### src/sv/clx_ram.sv
`timescale 1ns / 1ps
`default_nettype none
// ----------------------------------------------------------------------------
// clx_ram
// Generic simple dual-port RAM, one write port, one registered read port.
// ----------------------------------------------------------------------------
module clx_ram #(
    parameter int WIDTH = 8,
    parameter int DEPTH = 32
) (
    input  wire logic                     aclk,
    input  wire logic                     we,
    input  wire logic [$clog2(DEPTH)-1:0] waddr,
    input  wire logic [WIDTH-1:0]         wdata,
    input  wire logic [$clog2(DEPTH)-1:0] raddr,
    output logic      [WIDTH-1:0]         rdata
);
    logic [WIDTH-1:0] mem [DEPTH];

    always_ff @(posedge aclk) begin
        if (we) begin
            mem[waddr] <= wdata;
        end
        rdata <= mem[raddr];
    end
endmodule
`default_nettype wire

### config.mk
export PLATFORM = sky130hd
export DESIGN_NAME = clx_ram
export DESIGN_NICKNAME = d
export VERILOG_FILES = /design/src/sv/clx_ram.sv
export SDC_FILE = /design/constraint.sdc
export NUM_CORES = 1
export LEC_CHECK = 0
export BUFFER_PORTS_ARGS = -buffer_cell sky130_fd_sc_hd__buf_2
export CAP_MARGIN = 10
export CORE_MARGIN = 2
export CORE_UTILIZATION = 34
export CTS_CLUSTER_SIZE = 40
export DETAILED_ROUTE_END_ITERATION = 12
export SLEW_MARGIN = 20
export SYNTH_ARGS = -nofsm -noshare
export SYNTH_HDL_FRONTEND = slang
export SYNTH_SLANG_ARGS = --single-unit
### constraint.sdc
create_clock -name aclk -period 3 [get_ports aclk]
set_input_delay 0.3 -clock aclk [delete_from_list [all_inputs] [get_ports aclk]]
set_output_delay 0.3 -clock aclk [all_outputs]
set_load 0.05 [all_outputs]
==> impl_metrics.tcl <==
set metrics [dict create \
    finalMaxSlewViolations 0 \
    yosysWarningCount 0 \
    grt_pass1_wl_um 30600 \
    required_ns 3.41 \
    crit_chain "buf_4, buf_4, mux4_2, mux4_2, mux2_2" \
    met3_length_um 1190 \
    syn-num-nets 437 \
    pin_count 28 \
    power_per_cell_area_nw_per_um2 663 \
    layout_common_cells "edfxtp_1, mux4_2, nor2_1" \
    cts.path.max_buffers 3 \
    rows 62 \
    groute.usage.overall 0.136 \
    fillerInstances 2463 \
    drive_gt1_frac 0.349 \
    wl_per_cell_um 23.7 \
    min_period_ns 1.85 \
    yosysSeqAreaShare 0.781 \
    hold_viol 0 \
    critical-path-max-stage-delay_ns 0.56 \
    fin_skew_ns 0.00607 \
    fin_nets 489 \
    grt_max_degree 65 \
    power.leakage_uw 0.00357 \
    dr.first_iter.drc_count 538 \
    critPathSlowestCell "mux4_2" \
    status "finished clean" \
    via_count 4433 \
    die_h_um 176 \
    crit_family "multiplexers" \
    cts_tree "yes" \
    postPlaceCellArea_um2 10700 \
    totalWireLength_um 20700 \
    worstSetupStartpointType "input pin" \
    antenna_found_initial 1 \
    ys_types 15 \
    io_buffers 27 \
    synth.avg_cell_area_um2 24.1 \
    synth-seq-cells 264 \
    numCtsBuffers 26 \
    start_util 0.347 \
    multi_input_area_um2 2100 \
    finalInstanceArea_um2 11500 \
    slew_headroom 0.397 \
    root_buffer "clkbuf_16" \
    path_class "in2reg" \
    areaGrowthSynthToFinish_pct 14.8 \
    final_common_cell "edfxtp_1" \
    cp_max_fo 14 \
    min_period_over_period 0.617 \
    critPathBufInv 2 \
    via_per_inst 5.09 \
    drt-met1-wl_um 9310 \
    cts_setup_buffers 0 \
    grt_remaining_overflow 0 \
    totalNegativeSetupSlack_ns 0 \
    hold_buffers 0 \
    clock-sinks 264 \
    top_layer "met5" \
    holdCritPathClass "in2reg" \
    synth.cell_area_um2 10100 \
    end_kind "flop" \
    rsz0062_at_grt "no" \
    tightest_slew_ns 0.902 \
    ff_latch_area_um2 7850 \
    post-dp-hpwl_um 12600 \
    crit_arrival_ns 2.26 \
    dieArea_um2 31000 \
    die_w_um 176 \
    ir_drop_uv 413 \
    cts_resized 0 \
    maxCapViolations 0 \
    drc_errors 0 \
    drtPass1Iterations 7 \
    met2_length_um 9630 \
    worstSkewPairLatency_ns 0.52 \
    setup_violations 0 \
    fmax_mhz 540 \
    netlist_instances 417 \
    postRouteAntennaNets 0 \
    gp_congestion 0.724 \
    grt_pass1_vias 4588 \
    h-tree-depth 1 \
    core_um2 28900 \
    clk_pin_slew_ns 0.06 \
    diodes 0 \
]
stage by stage:
stage	setup slack, ns	std cells	power (uW)	hold WS [ns]	utilization
after floorplan	0.898	417	4460	0.399	-
after global placement	0.577	825	4630	0.778	0.371
after detailed placement	0.597	825	4640	0.776	0.371
final	1.15	871	7650	0.257	0.399
after CTS	1.13	871	7700	0.245	0.399
after global routing	1.08	871	7870	0.258	0.399
cell usage after synthesis:
library cell,count,area share
mux4_2,80,0.18
or3b_2,3,0.0026
or3_1,1,0.00062
mux2_2,8,0.0090
buf_4,6,0.0045
edfxtp_1,256,0.76
nand3b_1,5,0.0037
nand3_1,2,0.0010
clkbuf_1,6,0.0022
buf_6,1,0.0011
dfxtp_1,8,0.016
nor2_1,33,0.012
nand2_1,1,0.00037
buf_2,1,0.00050
buf_1,6,0.0022
sequential cells by signal (all words and copies together), names as in the netlist:
signal,cells
mem,256
rdata,8
layout make-up:
| cell class | instances | share of cell area |
|---|---|---|
| Multi-Input combinational cell | 133 | 0.182 |
| Clock inverter | 13 | 0.00986 |
| Sequential cell | 264 | 0.680 |
| Clock buffer | 33 | 0.0605 |
| Timing Repair Buffer | 44 | 0.0262 |
| Tap cell | 384 | 0.0416 |
final timing paths:
path	start	end	cells after the start	slack (ns)
worst min-delay path	raddr[3]	rdata[5]	2	0.26
worst max register to register	mem[14][1]	rdata[1]	3	1.18
worst max-delay path	raddr[0]	rdata[1]	5	1.15
worst min register to register	mem[16][1]	rdata[1]	3	0.90
layer usage:
metal	GRT usage	up-vias
met3	0.0243	37
met1	0.198	2368
li1	-	1878
met2	0.210	148
met4	0.0406	2
met5	0	-
where the power goes:
group	internal (uW)	switching [uW]	leakage [uW]
Combinational	169	266	0.000804
Sequential	4100	18.9	0.00237
Clock	1810	1280	0.000392
Total	6080	1570	0.00357
kinds of logic after synthesis:
| logic type | after synthesis | share of synthesized area |
|---|---|---|
| buffers and inverters | 20 | 0.0106 |
| multiplexers | 88 | 0.188 |
| flip-flops | 264 | 0.781 |
| AND/OR/NAND/NOR | 45 | 0.0207 |
(Power assumes the default switching activity.)
