### src/sv/clx_queue.sv
`timescale 1ns / 1ps
`default_nettype none
// ----------------------------------------------------------------------------
// clx_queue
// Small token queue between the lexer front and the table back end.
// ----------------------------------------------------------------------------
module clx_queue #(
    parameter int WIDTH = 8,
    parameter int DEPTH = 4
) (
    input  wire logic             aclk,
    input  wire logic             aresetn,
    input  wire logic             in_valid,
    output logic                  in_ready,
    input  wire logic [WIDTH-1:0] in_data,
    output logic                  out_valid,
    input  wire logic             out_ready,
    output logic      [WIDTH-1:0] out_data
);
    localparam int AW = $clog2(DEPTH);

    logic [WIDTH-1:0] mem_reg [DEPTH];
    logic [AW-1:0]    wr_reg, wr_next, rd_reg, rd_next;
    logic [AW:0]      cnt_reg, cnt_next;
    logic             push, pop;

    assign in_ready  = (cnt_reg != (AW+1)'(DEPTH));
    assign out_valid = (cnt_reg != '0);
    assign out_data  = mem_reg[rd_reg];
    assign push      = in_valid && in_ready;
    assign pop       = out_valid && out_ready;

    always_comb begin
        wr_next  = push ? ((wr_reg == AW'(DEPTH-1)) ? '0 : wr_reg + 1'b1) : wr_reg;
        rd_next  = pop ? ((rd_reg == AW'(DEPTH-1)) ? '0 : rd_reg + 1'b1) : rd_reg;
        cnt_next = cnt_reg + (AW+1)'(push) - (AW+1)'(pop);
    end

    always_ff @(posedge aclk) begin
        if (!aresetn) begin
            wr_reg  <= '0;
            rd_reg  <= '0;
            cnt_reg <= '0;
        end else begin
            wr_reg  <= wr_next;
            rd_reg  <= rd_next;
            cnt_reg <= cnt_next;
        end
        if (push) begin
            mem_reg[wr_reg] <= in_data;
        end
    end
endmodule
`default_nettype wire

### config.mk
export PLATFORM = sky130hd
export DESIGN_NAME = clx_queue
export DESIGN_NICKNAME = d
export VERILOG_FILES = /design/src/sv/clx_queue.sv
export SDC_FILE = /design/constraint.sdc
export NUM_CORES = 1
export LEC_CHECK = 0
export BUFFER_PORTS_ARGS = -buffer_cell sky130_fd_sc_hd__buf_2
export CAP_MARGIN = 0
export CORE_ASPECT_RATIO = 0.5
export CORE_UTILIZATION = 59
export CTS_BUF_LIST = sky130_fd_sc_hd__clkbuf_16
export CTS_CLUSTER_SIZE = 30
export DETAILED_ROUTE_END_ITERATION = 8
export MAX_ROUTING_LAYER = met4
export PLACE_DENSITY = 0.81
export SYNTH_ARGS = -nofsm -noshare
export SYNTH_HDL_FRONTEND = slang
export SYNTH_SLANG_ARGS = --single-unit
### constraint.sdc
create_clock -name aclk -period 5.6 [get_ports aclk]
set_clock_uncertainty 0.05 [all_clocks]
set_input_delay 1.12 -clock aclk [delete_from_list [all_inputs] [get_ports aclk]]
set_output_delay 1.12 -clock aclk [all_outputs]
set_load 0.02 [all_outputs]
==> impl_metrics.env, run 1 <==
export IMPL_hold_path_class="reg -> reg"
export IMPL_grtUsageTotal=0.231
export IMPL_die_x_um=76.5
export IMPL_whs_ns=0.456
export IMPL_synth_simple_gate_area_frac=0.0695
export IMPL_cts_root_buf="clkbuf_16"
export IMPL_layout_commonest_cell="edfxtp_1"
export IMPL_dpl_cell_area_um2=1770
export IMPL_multi_input_area_um2=452
export IMPL_worst_setup_path_end_kind="primary output"
export IMPL_cts_made_buffers=5
export IMPL_fp_row_count=13
export IMPL_synth_top_family_by_area="multiplexers"
export IMPL_regArea_um2=1140
export IMPL_nFillCells=157
export IMPL_routed_wirelength_mm=2.85
export IMPL_die_h_um=39.3
export IMPL_maxCapViolations=0
export IMPL_drtIter0Drc=33
export IMPL_netlist_area_leader_share=0.586
export IMPL_met1_length_mm=1.24
export IMPL_diodes=0
export IMPL_yosys_area_share_adder=0.0656
export IMPL_post_cts_setup_buffer_count=0
export IMPL_syn_area_um2=1640
export IMPL_setup_viol=0
export IMPL_worst_slew_margin_rel=0.610
export IMPL_initial_core_util=0.626
export IMPL_tightest_slew_ns=0.581
export IMPL_hp_start="wr_reg[1]"
export IMPL_synthMuxAreaShare=0.116
export IMPL_hold_violations=0
export IMPL_fin_crit_ns=2.85
export IMPL_clockBufferDepth=2
export IMPL_min_to="wr_reg[1]"
export IMPL_p_total_uw=989
export IMPL_area_delta_synth_final_pct=19.4
export IMPL_syn_instance_count=94
export IMPL_slew_viol_final=0
export IMPL_p_per_area_nw_per_um2=505
export IMPL_num_io_pins=22
export IMPL_ir_drop_v=0.000323
export IMPL_crit_type="reg -> out"
export IMPL_postSynthAreaPerCell_um2=17.4
export IMPL_ant_nets=0
export IMPL_rrSetupSlack_ns=3.06
export IMPL_cts_sinks=41
export IMPL_fin_area_um2=1960
export IMPL_grt_start_max_net_pins=14
export IMPL_max_stage_delay_ns=0.64
export IMPL_cp_top_family="flip-flops"
export IMPL_status="completed"
export IMPL_gr_total_overflow=0
export IMPL_start_kind="register"
export IMPL_place_congestion=0.652
export IMPL_vias=858
export IMPL_fp_coreArea_um2=2620
export IMPL_fmax_ghz=0.351
export IMPL_routed_wl_met3_um=98
export IMPL_period_share=0.509
export IMPL_synth_area_leaders="edfxtp_1 (59%), dfxtp_1 (11%), mux4_2 (11%)"
export IMPL_highest_layer="met4"
export IMPL_ys_seq_elements=41
export IMPL_synth_fp_nets=114
export IMPL_final_nets=138
export IMPL_first_global_vias=838
export IMPL_r2r_end="cnt_reg[2]"
export IMPL_setup_tns_final_ns=0
export IMPL_path_clk_slew_ns=0.06
export IMPL_ctsHoldBuffers=0
export IMPL_clk_insertion_delay_late_ns=0.28
export IMPL_dpl_hpwl_mm=1.75
export IMPL_drc=0
export IMPL_die_area_um2=3010
export IMPL_critical_path_arrival_ns=1.68
export IMPL_h_tree_depth=2
export IMPL_layout_common_cells="edfxtp_1 (32), buf_2 (21), dfxtp_1 (9)"
export IMPL_instances_no_fill=156
export IMPL_yosys_warnings=0
export IMPL_largest_reg_flops=32
export IMPL_antenna_found_initial=0
export IMPL_synth_area_leader_cell="edfxtp_1"
export IMPL_synth_xor_area_frac=0.0107
export IMPL_io_buffers=21
export IMPL_met2_length_mm=1.46
export IMPL_crit_fanout=8
export IMPL_synth_seq_area_share=0.696
export IMPL_drive_gt1_frac=0.345
export IMPL_cp_required_ns=4.43
export IMPL_grt_pass1_wl_mm=4.33
export IMPL_cts_tree="yes"
export IMPL_cp_num_buf_inv=1
export IMPL_holdPathStages=2
export IMPL_reg2reg_from="cnt_reg[1]"
export IMPL_place_inst=148
export IMPL_path_cells="mux4_2, buf_2"
export IMPL_r2r_cells=11
export IMPL_ctsResizeCount=0
export IMPL_rsz0062_at_grt="false"
export IMPL_synth_distinct_cells=26
export IMPL_vias_per_cell=5.50
export IMPL_cp_slowest_cell="dfxtp_1"
export IMPL_synth_compound_area_frac=0.0137
export IMPL_routedWlPerCell_um=18.2
export IMPL_drt_pass1_iter_count=4
export IMPL_leakagePower_nw=0.742
## routing by layer
metal	GRT usage	up-vias
li1	-	401
met1	0.255	433
met2	0.405	18
met3	0.0628	6
met4	0.130	0
met5	-	-
## synthesized netlist by cell type, drive strengths merged
library cell  count
edfxtp           32
dfxtp             9
mux4              8
ha                7
inv               6
nand2             5
and3              4
and2              3
buf               3
o21ai             3
nand3             2
nor2              2
xnor2             2
clkbuf            1
fa                1
mux2i             1
nand4             1
nor2b             1
o31ai             1
or3               1
or3b              1
## logic make-up (layout without fill, tap and decap cells)
family | Yosys count | in the layout
xor+xnor | 2 | 2
simple gates | 20 | 20
flops | 41 | 41
mux | 9 | 9
buf+inv | 10 | 35
compound gates | 4 | 4
fa+ha+maj | 8 | 8
## worst max path at each step
stage / start / endpoint / cells past startpoint
after floorplan: out_ready / cnt_reg[2] / 10
after global placement: out_ready / cnt_reg[2] / 11
after detailed placement: out_ready / cnt_reg[2] / 11
after CTS: register / out_data[5] / 2
after global routing: register / out_data[5] / 2
final: register / out_data[5] / 2
## final cells by class
class | instances | area share
Inverter | 6 | 0.0115
Timing Repair Buffer | 21 | 0.0537
Tap cell | 37 | 0.0237
Sequential cell | 41 | 0.583
Clock inverter | 3 | 0.0332
Clock buffer | 5 | 0.0639
Multi-Input combinational cell | 43 | 0.231
## worst min-delay path: stages, from the launching register on
cell and delay [ns]:
dfxtp_1 0.33, nand2_1 0.06, mux2i_1 0.06
## power by group
group	total, mW	internal [mW]	switching [mW]
logic	0.218	0.102	0.116
clock network	0.361	0.254	0.107
registers	0.409	0.373	0.0361
total	0.989	0.730	0.259
## per-stage QoR
step	setup slack, ns	utilization
2_1_floorplan	2.89	-
3_3_place_gp	2.72	0.675
3_5_place_dp	2.65	0.675
4_1_cts	2.72	0.747
5_1_grt	2.65	0.747
6_report	2.75	0.747
No activity file was read; power rests on OpenSTA's default activity.
==> run 2: changes to the inputs <==
--- a/config.mk
+++ b/config.mk
@@ -8,12 +8,12 @@
 export BUFFER_PORTS_ARGS = -buffer_cell sky130_fd_sc_hd__buf_2
 export CAP_MARGIN = 0
 export CORE_ASPECT_RATIO = 0.5
-export CORE_UTILIZATION = 59
+export CORE_UTILIZATION = 50
 export CTS_BUF_LIST = sky130_fd_sc_hd__clkbuf_16
 export CTS_CLUSTER_SIZE = 30
 export DETAILED_ROUTE_END_ITERATION = 8
 export MAX_ROUTING_LAYER = met4
-export PLACE_DENSITY = 0.81
+export PLACE_DENSITY = 0.74
 export SYNTH_ARGS = -nofsm -noshare
 export SYNTH_HDL_FRONTEND = slang
 export SYNTH_SLANG_ARGS = --single-unit
==> constraint.sdc (replaced) <==
create_clock -name aclk -period 2.5 [get_ports aclk]
set_clock_uncertainty 0.05 [all_clocks]
set_input_delay 0.5 -clock aclk [delete_from_list [all_inputs] [get_ports aclk]]
set_output_delay 0.5 -clock aclk [all_outputs]
set_load 0.02 [all_outputs]
==> run 2 against run 1 <==
Compared with the run above:
- sequential power rose by 120%
- non-clock buffer count rose by 2
- sequential cell count did not move
- routed wire length fell by 15%
- final cell count rose by 3.2%
- count of clock-buffer cells in the layout did not move
- critical path depth rose by 9
==> impl_metrics.env, run 2 (synthesis results as in run 1) <==
export IMPL_maxCapViolations=0
export IMPL_clk_insertion_delay_late_ns=0.27
export IMPL_hold_violations=0
export IMPL_slew_viol_final=0
export IMPL_ctsResizeCount=0
export IMPL_vias_per_cell=5.32
export IMPL_die_area_um2=3520
export IMPL_drive_gt1_frac=0.372
export IMPL_place_congestion=0.670
export IMPL_cts_tree="yes"
export IMPL_drt_pass1_iter_count=4
export IMPL_fin_ws_ns=0.126
export IMPL_hold_path_class="in -> reg"
export IMPL_num_io_pins=22
export IMPL_crit_type="reg -> reg"
export IMPL_p_per_area_nw_per_um2=1040
export IMPL_initial_core_util=0.535
export IMPL_antenna_found_initial=0
export IMPL_worst_slew_margin_rel=0.638
export IMPL_status="completed"
export IMPL_fp_coreArea_um2=3070
export IMPL_io_buffers=21
export IMPL_place_inst=153
export IMPL_first_global_vias=828
export IMPL_routed_wirelength_mm=2.41
export IMPL_area_delta_synth_final_pct=18.3
export IMPL_instances_no_fill=161
export IMPL_path_clk_slew_ns=0.06
export IMPL_path_cells="or3b_1, and2_4, inv_1, ha_1, inv_1, ha_1, inv_1, fa_2, xnor2_2, xnor2_1, and2_1"
export IMPL_cp_required_ns=2.62
export IMPL_fmax_ghz=0.421
export IMPL_diodes=0
export IMPL_final_nets=140
export IMPL_crit_fanout=4
export IMPL_p_total_mw=2.01
export IMPL_routedWlPerCell_um=15.0
export IMPL_period_share=0.949
export IMPL_fp_row_count=14
export IMPL_setup_viol=0
export IMPL_worst_setup_path_end_kind="register"
export IMPL_cts_root_buf="clkbuf_16"
export IMPL_die_x_um=83.0
export IMPL_ctsHoldBuffers=0
export IMPL_cts_made_buffers=5
export IMPL_fin_area_um2=1940
export IMPL_setup_tns_final_ns=0
export IMPL_vias=856
export IMPL_ant_nets=0
export IMPL_clockBufferDepth=2
export IMPL_gr_total_overflow=0
export IMPL_crit_top_cell="inv_1"
export IMPL_nFillCells=212
export IMPL_grt_start_max_net_pins=14
export IMPL_cp_slowest_cell="dfxtp_1"
export IMPL_h_tree_depth=2
export IMPL_post_cts_setup_buffer_count=0
export IMPL_dp_slack_ns=0.0761
export IMPL_drc=0
export IMPL_leakagePower_nw=0.731
export IMPL_tightest_slew_ns=0.542
export IMPL_grt_pass1_wl_mm=3.88
export IMPL_max_stage_delay_ns=0.38
export IMPL_layout_commonest_cell="edfxtp_1"
export IMPL_cts_sinks=41
export IMPL_grtUsageTotal=0.159
export IMPL_layout_common_cells="edfxtp_1 (32), buf_2 (21), mux4_2 (8), dfxtp_1 (8), ha_1 (7)"
export IMPL_rsz0062_at_grt="false"
export IMPL_dpl_cell_area_um2=1790
export IMPL_start_kind="register"
export IMPL_dpl_hpwl_mm=1.65
export IMPL_largest_reg_flops=32
export IMPL_die_h_um=42.5
export IMPL_fin_crit_ns=2.37
export IMPL_drtIter0Drc=39
export IMPL_ir_drop_v=0.000508
export IMPL_critical_path_arrival_ns=2.49
==> run 2: worst paths after layout <==
check / slack [ns] / to / depth (start not counted) / start
worst max-delay path: 0.13 / cnt_reg[2] / 11 / cnt_reg[2]
worst min-delay path: 0.39 / mem_reg[0][0] / 1 / in_data[0]
worst max register to register: 0.13 / cnt_reg[2] / 11 / cnt_reg[2]
worst min register to register: 0.46 / wr_reg[0] / 2 / wr_reg[0]
==> run 2: layout make-up <==
class / count / area (um2) / area share
Tap cell: 40 / 50.0 / 0.0258
Clock inverter: 3 / 17.5 / 0.00903
Multi-Input combinational cell: 43 / 462 / 0.238
Timing Repair Buffer: 23 / 120 / 0.0619
Inverter: 6 / 22.5 / 0.0116
Sequential cell: 41 / 1140 / 0.589
Clock buffer: 5 / 125 / 0.0645
==> run 2: per-stage QoR <==
step                      hold WS, ns  utilization
after floorplan                 0.418            -
after global placement          0.449        0.582
after detailed placement        0.454        0.582
after CTS                       0.387        0.629
after global routing            0.387        0.633
final                           0.390        0.633
==> run 2: metal layers <==
layer	vias up	global-route usage	routed length, um
li1	405	-	-
met2	19	0.267	1200
met1	428	0.182	1100
met3	4	0.0531	95
met4	0	0.0621	19
met5	-	-	0
==> run 2: critical path, delay by kind of cell (launching register included) <==
kind                       cells  cell delay (ns)
and+or+nand+nor                3             0.71
adders and majority gates      3             0.70
xor gates and xnor gates       2             0.27
buffers and inverters          3             0.16
DFF                            1             0.38
==> run 2: report_power, final <==
| part | switching, mW | internal [mW] | total (mW) |
|---|---|---|---|
| Sequential | 0.0823 | 0.836 | 0.919 |
| Combinational | 0.249 | 0.247 | 0.496 |
| Clock | 0.235 | 0.365 | 0.600 |
