$ cat config.mk
export PLATFORM = sky130hd
export DESIGN_NAME = clx_front
export DESIGN_NICKNAME = d
export VERILOG_FILES = /design/src/sv/clx_pkg.sv /design/src/sv/clx_front.sv
export SDC_FILE = /design/constraint.sdc
export NUM_CORES = 1
export LEC_CHECK = 0
export BUFFER_PORTS_ARGS = -buffer_cell sky130_fd_sc_hd__buf_2
export CAP_MARGIN = 20
export CORE_UTILIZATION = 40
export CTS_BUF_LIST = sky130_fd_sc_hd__clkbuf_8
export DETAILED_ROUTE_END_ITERATION = 6
export PLACE_DENSITY_LB_ADDON = 0.1
export SLEW_MARGIN = 15
export SYNTH_ARGS = -nofsm -noshare
export SYNTH_HDL_FRONTEND = slang
export SYNTH_SLANG_ARGS = --single-unit
$ cat constraint.sdc
create_clock -name aclk -period 6.1 [get_ports aclk]
set_clock_uncertainty 0.05 [all_clocks]
set_input_delay 0.915 -clock aclk [delete_from_list [all_inputs] [get_ports aclk]]
set_output_delay 0.915 -clock aclk [all_outputs]
set_load 0.05 [all_outputs]
$ cat src/sv/clx_pkg.sv
`timescale 1ns / 1ps
`default_nettype none
// ----------------------------------------------------------------------------
// clx_pkg
// Shared types, token codes and operator decode for the C source lexer.
// ----------------------------------------------------------------------------
package clx_pkg;

    localparam int DEF_TABLE_ENTRIES = 128;
    localparam int DEF_NAME_BYTES    = 32;
    localparam int NAME_LEN_W        = 9;
    localparam int QUEUE_DEPTH       = 4;

    localparam logic [4:0] K_ID      = 5'd0;
    localparam logic [4:0] K_NUM     = 5'd1;
    localparam logic [4:0] K_DIV     = 5'd2;
    localparam logic [4:0] K_EQ      = 5'd3;
    localparam logic [4:0] K_ASSIGN  = 5'd4;
    localparam logic [4:0] K_INC     = 5'd5;
    localparam logic [4:0] K_ADD     = 5'd6;
    localparam logic [4:0] K_DEC     = 5'd7;
    localparam logic [4:0] K_SUB     = 5'd8;
    localparam logic [4:0] K_NE      = 5'd9;
    localparam logic [4:0] K_LE      = 5'd10;
    localparam logic [4:0] K_SHL     = 5'd11;
    localparam logic [4:0] K_LT      = 5'd12;
    localparam logic [4:0] K_GE      = 5'd13;
    localparam logic [4:0] K_SHR     = 5'd14;
    localparam logic [4:0] K_GT      = 5'd15;
    localparam logic [4:0] K_LOR     = 5'd16;
    localparam logic [4:0] K_OR      = 5'd17;
    localparam logic [4:0] K_LAND    = 5'd18;
    localparam logic [4:0] K_AND     = 5'd19;
    localparam logic [4:0] K_XOR     = 5'd20;
    localparam logic [4:0] K_MOD     = 5'd21;
    localparam logic [4:0] K_MUL     = 5'd22;
    localparam logic [4:0] K_BRACKET = 5'd23;
    localparam logic [4:0] K_PUNCT   = 5'd24;
    localparam logic [4:0] K_NONE    = 5'd31;

    typedef struct packed {
        logic                  ident;
        logic [4:0]            kind;
        logic [31:0]           value;
        logic [NAME_LEN_W-1:0] len;
        logic                  last;
    } tok_t;

    function automatic tok_t mk_tok(input logic ident, input logic [4:0] kind,
                                    input logic [31:0] value,
                                    input logic [NAME_LEN_W-1:0] len);
        tok_t t;
        t.ident = ident;
        t.kind  = kind;
        t.value = value;
        t.len   = len;
        t.last  = 1'b0;
        return t;
    endfunction

    function automatic logic [4:0] single_kind(input logic [7:0] p);
        logic [4:0] k;
        case (p)
            "=": k = K_ASSIGN;
            "+": k = K_ADD;
            "-": k = K_SUB;
            "<": k = K_LT;
            ">": k = K_GT;
            "|": k = K_OR;
            "&": k = K_AND;
            default: k = K_NONE;
        endcase
        return k;
    endfunction

    function automatic logic [4:0] pair_kind(input logic [7:0] p, input logic [7:0] c);
        logic [4:0] k;
        k = K_NONE;
        if (p == "=" && c == "=") k = K_EQ;
        if (p == "+" && c == "+") k = K_INC;
        if (p == "-" && c == "-") k = K_DEC;
        if (p == "!" && c == "=") k = K_NE;
        if (p == "<" && c == "=") k = K_LE;
        if (p == "<" && c == "<") k = K_SHL;
        if (p == ">" && c == "=") k = K_GE;
        if (p == ">" && c == ">") k = K_SHR;
        if (p == "|" && c == "|") k = K_LOR;
        if (p == "&" && c == "&") k = K_LAND;
        return k;
    endfunction

endpackage
`default_nettype wire

$ cat src/sv/clx_front.sv
`timescale 1ns / 1ps
`default_nettype none
// ----------------------------------------------------------------------------
// clx_front
// Lexer front: scans one byte per word, tracks the lexing mode and queues
// up to three tokens per byte. Identifier names go to the name buffer.
// ----------------------------------------------------------------------------
module clx_front
    import clx_pkg::*;
#(
    parameter int NAME_BYTES = DEF_NAME_BYTES
) (
    input  wire logic                          aclk,
    input  wire logic                          aresetn,
    input  wire logic                          s_valid,
    output logic                               s_ready,
    input  wire logic [7:0]                    s_in_byte,
    input  wire logic                          s_end_of_source,
    output logic                               q_valid,
    input  wire logic                          q_ready,
    output tok_t                               q_data,
    output logic                               nb_we,
    output logic [$clog2(NAME_BYTES)-1:0]      nb_waddr,
    output logic [7:0]                         nb_wdata,
    input  wire logic                          id_done
);
    localparam int LW = $clog2(NAME_BYTES + 1);
    localparam int BW = $clog2(NAME_BYTES);

    localparam logic [3:0] M_IDLE      = 4'd0;
    localparam logic [3:0] M_HASHLINE  = 4'd1;
    localparam logic [3:0] M_IDENT     = 4'd2;
    localparam logic [3:0] M_NUMBER    = 4'd3;
    localparam logic [3:0] M_QUOTE     = 4'd4;
    localparam logic [3:0] M_QESC      = 4'd5;
    localparam logic [3:0] M_SLASH     = 4'd6;
    localparam logic [3:0] M_LINECMT   = 4'd7;
    localparam logic [3:0] M_BLOCK     = 4'd8;
    localparam logic [3:0] M_BLOCKSTAR = 4'd9;
    localparam logic [3:0] M_OP        = 4'd10;

    logic [3:0]    mode_reg, mode_next;
    logic [31:0]   hash_reg, hash_next;
    logic [LW-1:0] len_reg, len_next;
    logic [31:0]   num_reg, num_next;
    logic [7:0]    pend_reg, pend_next;
    logic [7:0]    quote_reg, quote_next;
    logic [7:0]    lit_reg, lit_next;
    tok_t          stg_reg [3];
    tok_t          stg_next [3];
    logic [1:0]    cnt_reg, cnt_next, rd_reg, rd_next;
    logic          busy_reg, busy_next;

    logic [7:0] c;
    logic       acc, is_alpha, is_digit, is_opch, do_start;
    logic [3:0] sb_mode;
    logic       sb_emit;
    logic [4:0] sb_kind, pk, sk;
    tok_t       cand [3];
    logic [2:0] cand_v;
    logic [1:0] n;
    logic       any_id;

    assign c        = s_in_byte;
    assign s_ready  = (rd_reg == cnt_reg) && !busy_reg;
    assign acc      = s_valid && s_ready;
    assign q_valid  = (rd_reg != cnt_reg);
    assign q_data   = stg_reg[rd_reg];
    assign is_alpha = (c >= "a" && c <= "z") || (c >= "A" && c <= "Z") || c == "_";
    assign is_digit = (c >= "0" && c <= "9");
    assign is_opch  = c == "=" || c == "+" || c == "-" || c == "!" || c == "<" ||
                      c == ">" || c == "|" || c == "&";

    always_comb begin
        sb_mode = M_IDLE;
        sb_emit = 1'b0;
        sb_kind = K_PUNCT;
        if (c == "#") begin
            sb_mode = M_HASHLINE;
        end else if (is_alpha) begin
            sb_mode = M_IDENT;
        end else if (is_digit) begin
            sb_mode = M_NUMBER;
        end else if (c == "\"" || c == "'") begin
            sb_mode = M_QUOTE;
        end else if (c == "/") begin
            sb_mode = M_SLASH;
        end else if (is_opch) begin
            sb_mode = M_OP;
        end else if (c == "^") begin
            sb_emit = 1'b1;
            sb_kind = K_XOR;
        end else if (c == "%") begin
            sb_emit = 1'b1;
            sb_kind = K_MOD;
        end else if (c == "*") begin
            sb_emit = 1'b1;
            sb_kind = K_MUL;
        end else if (c == "[") begin
            sb_emit = 1'b1;
            sb_kind = K_BRACKET;
        end else if (c == "~" || c == ";" || c == "{" || c == "}" || c == "(" ||
                     c == ")" || c == "]" || c == "," || c == ":") begin
            sb_emit = 1'b1;
        end
    end

    always_comb begin
        mode_next  = mode_reg;
        hash_next  = hash_reg;
        len_next   = len_reg;
        num_next   = num_reg;
        pend_next  = pend_reg;
        quote_next = quote_reg;
        lit_next   = lit_reg;
        nb_we      = 1'b0;
        nb_waddr   = len_reg[BW-1:0];
        nb_wdata   = c;
        do_start   = 1'b0;
        cand_v     = '0;
        for (int k = 0; k < 3; k++) begin
            cand[k] = mk_tok(1'b0, K_NUM, 32'd0, '0);
        end
        pk = pair_kind(pend_reg, c);
        sk = single_kind(pend_reg);

        case (mode_reg)
            M_HASHLINE, M_LINECMT: begin
                if (c == 8'h0A) mode_next = M_IDLE;
            end
            M_BLOCK: begin
                if (c == "*") mode_next = M_BLOCKSTAR;
            end
            M_BLOCKSTAR: begin
                if (c == "/") mode_next = M_IDLE;
                else if (c != "*") mode_next = M_BLOCK;
            end
            M_QUOTE: begin
                if (c == quote_reg) begin
                    cand_v[0] = (quote_reg == "'");
                    cand[0]   = mk_tok(1'b0, K_NUM, {24'd0, lit_reg}, '0);
                    mode_next = M_IDLE;
                end else if (c == "\\") begin
                    mode_next = M_QESC;
                end else begin
                    lit_next = c;
                end
            end
            M_QESC: begin
                lit_next  = (c == "n") ? 8'h0A : c;
                mode_next = M_QUOTE;
            end
            M_IDENT: begin
                if (is_alpha || is_digit) begin
                    hash_next = hash_reg * 32'd147 + {24'd0, c};
                    if (len_reg < LW'(NAME_BYTES)) begin
                        nb_we    = acc;
                        len_next = len_reg + 1'b1;
                    end
                end else begin
                    cand_v[0] = 1'b1;
                    cand[0]   = mk_tok(1'b1, K_ID, hash_reg, NAME_LEN_W'(len_reg));
                    do_start  = 1'b1;
                end
            end
            M_NUMBER: begin
                if (is_digit) begin
                    num_next = num_reg * 32'd10 + {28'd0, c[3:0]};
                end else begin
                    cand_v[0] = 1'b1;
                    cand[0]   = mk_tok(1'b0, K_NUM, num_reg, '0);
                    do_start  = 1'b1;
                end
            end
            M_SLASH: begin
                if (c == "/") begin
                    mode_next = M_LINECMT;
                end else if (c == "*") begin
                    mode_next = M_BLOCK;
                end else begin
                    cand_v[0] = 1'b1;
                    cand[0]   = mk_tok(1'b0, K_DIV, 32'd0, '0);
                    do_start  = 1'b1;
                end
            end
            M_OP: begin
                if (pk != K_NONE) begin
                    cand_v[0] = 1'b1;
                    cand[0]   = mk_tok(1'b0, pk, 32'd0, '0);
                    mode_next = M_IDLE;
                end else begin
                    cand_v[0] = (sk != K_NONE);
                    cand[0]   = mk_tok(1'b0, sk, 32'd0, '0);
                    do_start  = 1'b1;
                end
            end
            default: begin
                do_start = 1'b1;
            end
        endcase

        if (do_start) begin
            mode_next = sb_mode;
            if (is_alpha) begin
                hash_next = {24'd0, c};
                len_next  = LW'(1);
                nb_we     = acc;
                nb_waddr  = '0;
            end else if (is_digit) begin
                num_next = {28'd0, c[3:0]};
            end else if (c == "\"" || c == "'") begin
                quote_next = c;
                lit_next   = 8'd0;
            end else if (is_opch) begin
                pend_next = c;
            end
            cand_v[1] = sb_emit;
            cand[1]   = mk_tok(1'b0, sb_kind,
                               (sb_kind == K_PUNCT) ? {24'd0, c} : 32'd0, '0);
        end

        if (s_end_of_source) begin
            case (mode_next)
                M_IDENT: begin
                    cand_v[2] = 1'b1;
                    cand[2]   = mk_tok(1'b1, K_ID, hash_next, NAME_LEN_W'(len_next));
                end
                M_NUMBER: begin
                    cand_v[2] = 1'b1;
                    cand[2]   = mk_tok(1'b0, K_NUM, num_next, '0);
                end
                M_SLASH: begin
                    cand_v[2] = 1'b1;
                    cand[2]   = mk_tok(1'b0, K_DIV, 32'd0, '0);
                end
                M_OP: begin
                    cand_v[2] = (single_kind(pend_next) != K_NONE);
                    cand[2]   = mk_tok(1'b0, single_kind(pend_next), 32'd0, '0);
                end
                M_QUOTE, M_QESC: begin
                    cand_v[2] = (quote_next == "'");
                    cand[2]   = mk_tok(1'b0, K_NUM, {24'd0, lit_next}, '0);
                end
                default: begin
                end
            endcase
            mode_next = M_IDLE;
        end
    end

    always_comb begin
        n      = '0;
        any_id = 1'b0;
        for (int k = 0; k < 3; k++) begin
            stg_next[k] = stg_reg[k];
        end
        for (int k = 0; k < 3; k++) begin
            if (cand_v[k]) begin
                stg_next[n] = cand[k];
                any_id      = any_id | cand[k].ident;
                n           = n + 1'b1;
            end
        end
        if (n != '0) begin
            stg_next[n - 1'b1].last = 1'b1;
        end
        cnt_next  = cnt_reg;
        rd_next   = rd_reg;
        busy_next = busy_reg && !id_done;
        if (acc) begin
            cnt_next  = n;
            rd_next   = '0;
            busy_next = any_id;
        end else if (q_valid && q_ready) begin
            rd_next = rd_reg + 1'b1;
        end
    end

    always_ff @(posedge aclk) begin
        if (!aresetn) begin
            mode_reg  <= M_IDLE;
            hash_reg  <= '0;
            len_reg   <= '0;
            num_reg   <= '0;
            pend_reg  <= '0;
            quote_reg <= '0;
            lit_reg   <= '0;
            cnt_reg   <= '0;
            rd_reg    <= '0;
            busy_reg  <= 1'b0;
        end else begin
            if (acc) begin
                mode_reg  <= mode_next;
                hash_reg  <= hash_next;
                len_reg   <= len_next;
                num_reg   <= num_next;
                pend_reg  <= pend_next;
                quote_reg <= quote_next;
                lit_reg   <= lit_next;
            end
            cnt_reg  <= cnt_next;
            rd_reg   <= rd_next;
            busy_reg <= busy_next;
        end
        if (acc) begin
            for (int k = 0; k < 3; k++) begin
                stg_reg[k] <= stg_next[k];
            end
        end
    end
endmodule
`default_nettype wire

==> report_table.html, run 1 <==
<table>
<tr><th>Metric</th><th>Value</th></tr>
<tr><th colspan="2">Setup path</th></tr>
<tr><td>CP dominant cell by count</td><td>o21ai_0</td></tr>
<tr><td>WP buf/inv</td><td>2</td></tr>
<tr><td>Source of the worst register-to-register timing path</td><td>hash_reg[5]</td></tr>
<tr><td>CP cell instances</td><td>fa_1 -&gt; ha_1 -&gt; ha_1 -&gt; inv_1 -&gt; fa_1 -&gt; inv_1 -&gt; ha_1 -&gt; o21ai_0 -&gt; o211ai_1 -&gt; and4_1 -&gt; o21ai_0 -&gt; o21ai_0 -&gt; a21oi_1 -&gt; xor2_1 -&gt; o21ai_0 -&gt; a32oi_1 -&gt; mux2i_1</td></tr>
<tr><td>Worst endpoint data arrival time</td><td>5.86 ns</td></tr>
<tr><td>Reg2reg path depth</td><td>17</td></tr>
<tr><td>Worst Path Required</td><td>6.43 ns</td></tr>
<tr><td>Critical R2R Capture</td><td>stg_reg[1][30]</td></tr>
<tr><td>CP Launch Type</td><td>register</td></tr>
<tr><td>Cell with the largest stage delay on the worst path</td><td>o21ai_0</td></tr>
<tr><td>Critical Path Fanout Max</td><td>7</td></tr>
<tr><td>CP Class</td><td>register to register</td></tr>
<tr><td>Maximum single-stage delay on the critical path</td><td>0.73 ns</td></tr>
<tr><td>Launching instance or port of the critical path</td><td>hash_reg[5]</td></tr>
<tr><td>Top cell family by delay on the critical path</td><td>compound AO/OA/AOI/OAI gates</td></tr>
<tr><td>Register-to-Register Setup Slack</td><td>0.57 ns</td></tr>
<tr><td>Nature of the critical path endpoint</td><td>register</td></tr>
<tr><th colspan="2">Place</th></tr>
<tr><td>Cell total after placement</td><td>2993</td></tr>
<tr><td>Instance area at placement</td><td>21600 µm²</td></tr>
<tr><td>DP Wirelength</td><td>49900 µm</td></tr>
<tr><td>Number of buffers inserted by port buffering</td><td>77</td></tr>
<tr><td>Final Wtd Congestion</td><td>0.932</td></tr>
<tr><th colspan="2">Logic synthesis</th></tr>
<tr><td>Number of enable flip-flop cells after synthesis</td><td>144</td></tr>
<tr><td>Number of different library cells in the post-synthesis netlist</td><td>99</td></tr>
<tr><td>Sequential element share of the synthesized area</td><td>31.1%</td></tr>
<tr><td>Post-synthesis xor/xnor area fraction</td><td>4.03%</td></tr>
<tr><td>Compound-cell area share of the yosys netlist</td><td>19.5%</td></tr>
<tr><td>Number of cells produced by synthesis</td><td>2351</td></tr>
<tr><td>Top flip-flop cell by instance count after synthesis</td><td>edfxtp_1</td></tr>
<tr><td>Multiplexer share of the synthesized area</td><td>5.67%</td></tr>
<tr><td>Cell taking the most area after synthesis</td><td>edfxtp_1</td></tr>
<tr><td>Most frequent cell after synthesis</td><td>nand2_1</td></tr>
<tr><td>Net Count, Synth</td><td>2598</td></tr>
<tr><td>Leading post-synthesis cells by cell area</td><td>edfxtp_1, ha_1, dfxtp_1, fa_1, nand2_1</td></tr>
<tr><td>Area share of fa/ha/maj cells after synthesis</td><td>16.3%</td></tr>
<tr><td>Syn Area/Cell</td><td>8.79 µm²</td></tr>
<tr><td>Top cells by count, synth</td><td>nand2_1, nor2_1, ha_1</td></tr>
<tr><td>Yosys synthesis warning count</td><td>0</td></tr>
<tr><td>Synth Register Bits</td><td>249</td></tr>
<tr><td>Post-synthesis share of cell area spent on and, or, nand and nor gates</td><td>18.3%</td></tr>
<tr><td>Proportion of synthesized flip-flops having asynchronous set or reset</td><td>0%</td></tr>
<tr><td>Dominant combinational cell family by area after synthesis</td><td>compound AO/OA/AOI/OAI gates</td></tr>
<tr><td>Area of the mapped netlist</td><td>20700 µm²</td></tr>
<tr><td>Yosys top cell area share</td><td>20.9%</td></tr>
<tr><th colspan="2">Global routing</th></tr>
<tr><td>Sum of overflow across all layers after global routing</td><td>0</td></tr>
<tr><td>Largest net degree at the start of global routing</td><td>97</td></tr>
<tr><td>First-pass GRT wire length</td><td>110000 µm</td></tr>
<tr><td>All-layer global routing usage</td><td>26.8%</td></tr>
<tr><td>Number of antenna violations at the first check in global routing</td><td>1</td></tr>
<tr><td>Number of global-route vias before repair</td><td>18260</td></tr>
<tr><th colspan="2">Power and ir drop</th></tr>
<tr><td>Worst ir drop on vdd</td><td>0.204 mV</td></tr>
<tr><td>Cell leakage power</td><td>0.00940 µW</td></tr>
<tr><td>Tot Pwr</td><td>6480 µW</td></tr>
<tr><td>Power density normalized to cell area</td><td>286 nW/µm²</td></tr>
<tr><th colspan="2">STA</th></tr>
<tr><td>Worst slew slack as a fraction of its limit</td><td>21.9%</td></tr>
<tr><td>Slew @ Worst Pin</td><td>1.17 ns</td></tr>
<tr><td>Achievable frequency</td><td>181 MHz</td></tr>
<tr><td>Max Slew Vio Count</td><td>0</td></tr>
<tr><td>Final hold violation count</td><td>0</td></tr>
<tr><td>Post-route minimum period</td><td>5.53 ns</td></tr>
<tr><td>Setup repair after global routing missed its margin</td><td>false</td></tr>
<tr><td>Post-route clock period utilization</td><td>90.6%</td></tr>
<tr><td>Setup tns final</td><td>0 ns</td></tr>
<tr><td>Final count of negative-setup-slack endpoints</td><td>0</td></tr>
<tr><th colspan="2">Routing</th></tr>
<tr><td>First-pass DRT Iterations</td><td>7</td></tr>
<tr><td>DR WL/cell</td><td>23.0 µm</td></tr>
<tr><td>Aggregate routed wire length</td><td>70700 µm</td></tr>
<tr><td>Count of routing violations after the opening detailed-route iteration</td><td>1718</td></tr>
<tr><td>Via count of the routed design</td><td>18520</td></tr>
<tr><td>Remaining number of nets flagged by the antenna check after routing</td><td>0</td></tr>
<tr><td>Number of design rule violations left after detail routing</td><td>4</td></tr>
<tr><td>Via count normalized by instance count</td><td>6.01</td></tr>
<tr><th colspan="2">Floorplan</th></tr>
<tr><td>Total die area</td><td>52600 µm²</td></tr>
<tr><td>DIE WIDTH</td><td>229 µm</td></tr>
<tr><td>FP Rows</td><td>82</td></tr>
<tr><td>Core Region</td><td>50600 µm²</td></tr>
<tr><td>IO Pins</td><td>78</td></tr>
<tr><td>Die Y-Extent</td><td>229 µm</td></tr>
<tr><td>Initial Util</td><td>40.8%</td></tr>
<tr><th colspan="2">CTS</th></tr>
<tr><td>Clock-pin slew of the registers on the worst-case setup and hold paths</td><td>0.06 ns</td></tr>
<tr><td># Post-CTS Setup Buffers</td><td>0</td></tr>
<tr><td>Clock tree from TritonCTS</td><td>built</td></tr>
<tr><td>Clock sink total</td><td>249</td></tr>
<tr><td>Number of H-tree levels</td><td>2</td></tr>
<tr><td>Count of hold buffers inserted by post-cts repair</td><td>0</td></tr>
<tr><td>Maximum root-to-sink buffer count</td><td>3</td></tr>
<tr><td>Later-pin clock latency in the skew report</td><td>0.64 ns</td></tr>
<tr><td>Clock root cell</td><td>clkbuf_8</td></tr>
<tr><td>Cells resized by post-CTS repair</td><td>0</td></tr>
<tr><td>CTS Buf Count</td><td>46</td></tr>
<tr><th colspan="2">Flow run</th></tr>
<tr><td>Number of maximum-capacitance constraint violations</td><td>0</td></tr>
<tr><th colspan="2">Min path</th></tr>
<tr><td>Worst hold path cell count</td><td>2</td></tr>
<tr><td>Hold Crit Start</td><td>pend_reg[7]</td></tr>
<tr><td>Worst Hold End</td><td>pend_reg[7]</td></tr>
<tr><td>Min-delay worst type</td><td>register to register</td></tr>
<tr><th colspan="2">Finish</th></tr>
<tr><td>Share of layout cells above drive strength 1</td><td>11.1%</td></tr>
<tr><td>Growth of design area from synthesis to finish</td><td>9.80%</td></tr>
<tr><td>Area of all placed cells without fillers</td><td>22700 µm²</td></tr>
<tr><td>Filler-free cell count of the finished design</td><td>3079</td></tr>
<tr><td>Utilization of the core after routing</td><td>44.9%</td></tr>
<tr><td>Filler cell count</td><td>4983</td></tr>
<tr><td>Number of nets in the finished design</td><td>2616</td></tr>
<tr><th colspan="2">Outcome</th></tr>
<tr><td>Failing checks</td><td>DRC</td></tr>
<tr><td>Outcome</td><td>complete, but fails checks</td></tr>
</table>
==> power by group <==
group | internal [µW] | total [µW] | leakage, µW | switching (µW)
combinational | 644 | 2280 | 0.00662 | 1630
clock | 1020 | 1830 | 0.000563 | 804
sequential | 2160 | 2370 | 0.00222 | 218
total | 3820 | 6480 | 0.00940 | 2660
==> cells in the final DEF, fill, tap and decap left out, types with 21 or more instances in the layout <==
| cell type | count |
|---|---|
| buf_2 | 77 |
| nor4_1 | 21 |
| nand4_1 | 24 |
| edfxtp_1 | 144 |
| a21o_1 | 27 |
| mux2i_1 | 97 |
| nand2_1 | 285 |
| ha_1 | 174 |
| nand3_1 | 56 |
| a22oi_1 | 44 |
| a222oi_1 | 33 |
| nor2_1 | 223 |
| nor3_1 | 39 |
| dfxtp_1 | 103 |
| fa_1 | 59 |
| xnor2_1 | 61 |
| a211oi_1 | 24 |
| inv_1 | 93 |
| xor2_1 | 34 |
| a21oi_1 | 150 |
| o21ai_0 | 147 |
| buf_4 | 48 |
| clkbuf_8 | 60 |
==> tightest hold or removal path, stage by stage (launching register included) <==
cell,delay [ns]
dfxtp_1,0.34
nand2_1,0.07
nor2_1,0.03
==> worst max path at each step <==
stage	to	cells past startpoint
2_1_floorplan	stg_reg[0][41]	18
3_3_place_gp	stg_reg[0][41]	20
3_5_place_dp	stg_reg[1][30]	18
4_1_cts	stg_reg[1][41]	19
5_1_grt	stg_reg[1][30]	17
6_report	stg_reg[1][30]	17
==> kinds of logic (layout without fill, tap and decap cells) <==
logic type	count (synthesis)	after routing
multiplexers	114	114
buffers and inverters	246	301
AO/OA/AOI/OAI	609	609
other	0	1
adder cells (fa/ha/maj)	233	233
AND/OR/NAND/NOR	805	805
XOR/XNOR	95	95
flip-flops	249	249
==> layer usage <==
| metal | track usage [%] | wire, µm | vias to the layer above |
|---|---|---|---|
| li1 | - | - | 8686 |
| met1 | 35.9 | 31300 | 9013 |
| met2 | 44.0 | 32900 | 683 |
| met3 | 3.39 | 4200 | 138 |
| met4 | 9.54 | 2310 | 0 |
| met5 | 0 | 0 | - |
==> layout make-up <==
| cell class | count | area, µm² | share of cell area [%] |
|---|---|---|---|
| clock buffers | 60 | 826 | 3.64 |
| clock inverters | 25 | 216 | 0.954 |
| well taps | 672 | 841 | 3.71 |
| inverters | 88 | 335 | 1.48 |
| multi-input cells | 1856 | 13200 | 58.3 |
| repair buffers | 128 | 806 | 3.55 |
| flip-flops and latches | 249 | 6430 | 28.4 |
| diodes | 1 | 2.50 | 0.0110 |
==> metrics by stage <==
stage | setup slack (ns) | hold WS, ns
floorplan | 0.922 | 0.390
global placement | 0.272 | 0.404
detailed placement | 0.204 | 0.416
CTS | 0.639 | 0.424
global route | 0.258 | 0.446
finish | 0.573 | 0.424
No activity file was read; power rests on OpenSTA's default activity.
==> run 2, diff against run 1 <==
BUFFER_PORTS_ARGS = -buffer_cell sky130_fd_sc_hd__buf_4   (was -buffer_cell sky130_fd_sc_hd__buf_2)
==> run 2 against run 1 <==
The flow now finishes without violations. Sequential power barely moved. Register-to-register slack got worse by 0.16 ns. Flip-flop and latch count did not move. Clock-buffer cell count fell by 5. Cell count barely moved. Total power fell by 1.8%. Die area did not move. Critical path depth rose by 1. Hold slack improved by 0.0057 ns. Setup slack got worse by 0.16 ns. Largest cell class unchanged. Highest routed layer unchanged.
==> report_table.html, run 2 (synthesis gave the netlist of run 1 again) <==
<table>
<tr><th>Metric</th><th>Value</th></tr>
<tr><th colspan="2">Finish</th></tr>
<tr><td>Highest-count cells in the layout ignoring fill and taps</td><td>nand2_1, nor2_1, ha_1</td></tr>
<tr><td>Growth of design area from synthesis to finish</td><td>10.1%</td></tr>
<tr><td>Area of all placed cells without fillers</td><td>22700 µm² (+0.27%)</td></tr>
<tr><td>Number of nets in the finished design</td><td>2614 (-0.076%)</td></tr>
<tr><td>Commonest non-fill, non-tap cell in the layout</td><td>nand2_1</td></tr>
<tr><td>Share of layout cells above drive strength 1</td><td>10.6% (-0.49 points)</td></tr>
<tr><th colspan="2">CTS</th></tr>
<tr><td>Cells resized by post-CTS repair</td><td>0 (unchanged)</td></tr>
<tr><td># Post-CTS Setup Buffers</td><td>0 (unchanged)</td></tr>
<tr><td>Number of H-tree levels</td><td>2 (unchanged)</td></tr>
<tr><td>Clock sink total</td><td>249 (unchanged)</td></tr>
<tr><td>Clock-pin slew of the registers on the worst-case setup and hold paths</td><td>0.06 ns (about the same)</td></tr>
<tr><td>Count of hold buffers inserted by post-cts repair</td><td>0 (unchanged)</td></tr>
<tr><td>Clock tree from TritonCTS</td><td>built</td></tr>
<tr><td>Clock root cell</td><td>clkbuf_8</td></tr>
<tr><td>Later-pin clock latency in the skew report</td><td>0.64 ns (about the same)</td></tr>
<tr><td>CTS Buf Count</td><td>46 (unchanged)</td></tr>
<tr><td>Maximum root-to-sink buffer count</td><td>3 (unchanged)</td></tr>
<tr><th colspan="2">STA</th></tr>
<tr><td>Achievable frequency</td><td>176 MHz (-2.9%)</td></tr>
<tr><td>Worst slew slack as a fraction of its limit</td><td>29.4% (+7.5 points)</td></tr>
<tr><td>Post-route clock period utilization</td><td>93.3% (+2.7 points)</td></tr>
<tr><td>Max Slew Vio Count</td><td>0 (unchanged)</td></tr>
<tr><td>Post-Route Hold Slack</td><td>0.430 ns (+0.00571 ns)</td></tr>
<tr><td>Final setup slack of the worst path</td><td>0.409 ns (-0.164 ns)</td></tr>
<tr><td>Final hold violation count</td><td>0 (unchanged)</td></tr>
<tr><td>Setup tns final</td><td>0 ns (unchanged)</td></tr>
<tr><td>Setup repair after global routing missed its margin</td><td>false</td></tr>
<tr><td>Slew @ Worst Pin</td><td>1.06 ns (-0.116 ns)</td></tr>
<tr><td>Post-route minimum period</td><td>5.69 ns (+0.164 ns)</td></tr>
<tr><td>Final count of negative-setup-slack endpoints</td><td>0 (unchanged)</td></tr>
<tr><th colspan="2">Routing</th></tr>
<tr><td>Count of routing violations after the opening detailed-route iteration</td><td>1855 (+8.0%)</td></tr>
<tr><td>Via count normalized by instance count</td><td>6.02 (about the same)</td></tr>
<tr><td>Number of design rule violations left after detail routing</td><td>0 (-4)</td></tr>
<tr><td>Remaining number of nets flagged by the antenna check after routing</td><td>0 (unchanged)</td></tr>
<tr><td>First-pass DRT Iterations</td><td>6 (-1)</td></tr>
<tr><td>DR WL/cell</td><td>23.3 µm (+1.4%)</td></tr>
<tr><td>Via count of the routed design</td><td>18527 (+0.038%)</td></tr>
<tr><td>Aggregate routed wire length</td><td>71700 µm (+1.4%)</td></tr>
<tr><th colspan="2">Place</th></tr>
<tr><td>Final Wtd Congestion</td><td>0.924 (-0.85%)</td></tr>
<tr><td>DP Wirelength</td><td>51200 µm (+2.5%)</td></tr>
<tr><td>Setup slack at placement</td><td>0.0776 ns (-0.126 ns)</td></tr>
<tr><td>Instance area at placement</td><td>21800 µm² (+0.94%)</td></tr>
<tr><td>Number of buffers inserted by port buffering</td><td>77 (unchanged)</td></tr>
<tr><th colspan="2">Power and ir drop</th></tr>
<tr><td>Power density normalized to cell area</td><td>280 nW/µm² (-2.0%)</td></tr>
<tr><td>Cell leakage power</td><td>0.00945 µW (+0.52%)</td></tr>
<tr><td>Worst ir drop on vdd</td><td>0.163 mV (-20%)</td></tr>
<tr><th colspan="2">Floorplan</th></tr>
<tr><td>DIE WIDTH</td><td>229 µm (unchanged)</td></tr>
<tr><td>IO Pins</td><td>78 (unchanged)</td></tr>
<tr><td>Total die area</td><td>52600 µm² (unchanged)</td></tr>
<tr><td>Initial Util</td><td>40.8% (unchanged)</td></tr>
<tr><td>Core Region</td><td>50600 µm² (unchanged)</td></tr>
<tr><td>Die Y-Extent</td><td>229 µm (unchanged)</td></tr>
<tr><td>FP Rows</td><td>82 (unchanged)</td></tr>
<tr><th colspan="2">Setup path</th></tr>
<tr><td>WP buf/inv</td><td>3 (+1)</td></tr>
<tr><td>CP Launch Type</td><td>register</td></tr>
<tr><td>Nature of the critical path endpoint</td><td>register</td></tr>
<tr><td>Maximum single-stage delay on the critical path</td><td>0.64 ns (-0.09 ns)</td></tr>
<tr><td>Critical Path Fanout Max</td><td>7 (unchanged)</td></tr>
<tr><td>Cell with the largest stage delay on the worst path</td><td>dfxtp_1</td></tr>
<tr><td>CP cell instances</td><td>fa_1 -&gt; ha_1 -&gt; ha_1 -&gt; inv_1 -&gt; fa_1 -&gt; inv_1 -&gt; ha_1 -&gt; nor2b_1 -&gt; o2111ai_1 -&gt; a221oi_1 -&gt; o21ai_0 -&gt; buf_4 -&gt; o21ai_0 -&gt; a31oi_1 -&gt; o21ai_0 -&gt; xor2_1 -&gt; a32oi_1 -&gt; mux2i_1</td></tr>
<tr><td>Worst endpoint data arrival time</td><td>6.00 ns (+0.14 ns)</td></tr>
<tr><td>CP Class</td><td>register to register</td></tr>
<tr><td>Top cell family by delay on the critical path</td><td>compound AO/OA/AOI/OAI gates</td></tr>
<tr><td>Worst Path Required</td><td>6.41 ns (-0.02 ns)</td></tr>
<tr><th colspan="2">Flow run</th></tr>
<tr><td>Number of maximum-capacitance constraint violations</td><td>0 (unchanged)</td></tr>
<tr><th colspan="2">Global routing</th></tr>
<tr><td>First-pass GRT wire length</td><td>111000 µm (+0.78%)</td></tr>
<tr><td>Number of global-route vias before repair</td><td>18112 (-0.81%)</td></tr>
<tr><td>Largest net degree at the start of global routing</td><td>97 (unchanged)</td></tr>
<tr><td>Number of antenna violations at the first check in global routing</td><td>1 (unchanged)</td></tr>
<tr><td>Sum of overflow across all layers after global routing</td><td>0 (unchanged)</td></tr>
<tr><td>All-layer global routing usage</td><td>27.1% (+0.33 points)</td></tr>
<tr><th colspan="2">Outcome</th></tr>
<tr><td>Outcome</td><td>finished clean</td></tr>
<tr><th colspan="2">Min path</th></tr>
<tr><td>Min-delay worst type</td><td>register to register</td></tr>
</table>
## run 2: cell count changes in the layout (fill, tap and decap cells not counted), sizes merged
cell	before	now
bufinv	3	0
buf	128	126
inv	98	113
clkinvlp	0	1
clkinv	12	5
clkbuf	60	55
## run 2: worst paths after layout
check                   start             end  slack (ns)  depth (start not counted)
setup / recovery  hash_reg[5]  stg_reg[1][35]        0.41                         18
hold / removal    pend_reg[7]     pend_reg[7]        0.43                          2
setup reg to reg  hash_reg[5]  stg_reg[1][35]        0.41                         18
hold reg to reg   pend_reg[7]     pend_reg[7]        0.43                          2
## run 2: worst register-to-register path: cells and delay by family (launching register included)
kind                     cells  cell delay [ns]
AO/OA/AOI/OAI                7             2.13
XOR/XNOR                     1             0.12
adder cells (fa/ha/maj)      5             1.87
buffers and inverters        3             0.27
flip-flops                   1             0.64
multiplexers                 1             0.13
AND/OR/NAND/NOR              1             0.23
## run 2: power breakdown
group	total, µW	switching (µW)	internal, µW
clock network	1600	780	822
logic	2390	1650	743
registers	2370	216	2160
## run 2: layout make-up
| type | instances | area [µm²] |
|---|---|---|
| Multi-Input combinational cell | 1856 | 13200 |
| Inverter | 88 | 335 |
| Timing Repair Buffer | 126 | 1010 |
| Clock inverter | 31 | 144 |
| Sequential cell | 249 | 6430 |
| Antenna cell | 1 | 2.50 |
| Tap cell | 672 | 841 |
| Fill cell | 4990 | 27800 |
| Clock buffer | 55 | 757 |
## run 2: metrics by stage
stage	instances	utilization [%]	power (µW)
after floorplan	2351	-	4010
after global placement	2991	43.2	4750
after detailed placement	2991	43.2	4780
after CTS	3077	45.0	6390
after global routing	3078	45.0	6680
final	3078	45.0	6360
## run 2: per-layer routing
metal | vias up | share of wire, % | track usage, %
met4 | 0 | 2.9 | 8.83
li1 | 8689 | - | -
met3 | 133 | 5.5 | 3.09
met2 | 643 | 47 | 44.5
met1 | 9062 | 45 | 37.0
met5 | - | 0 | 0
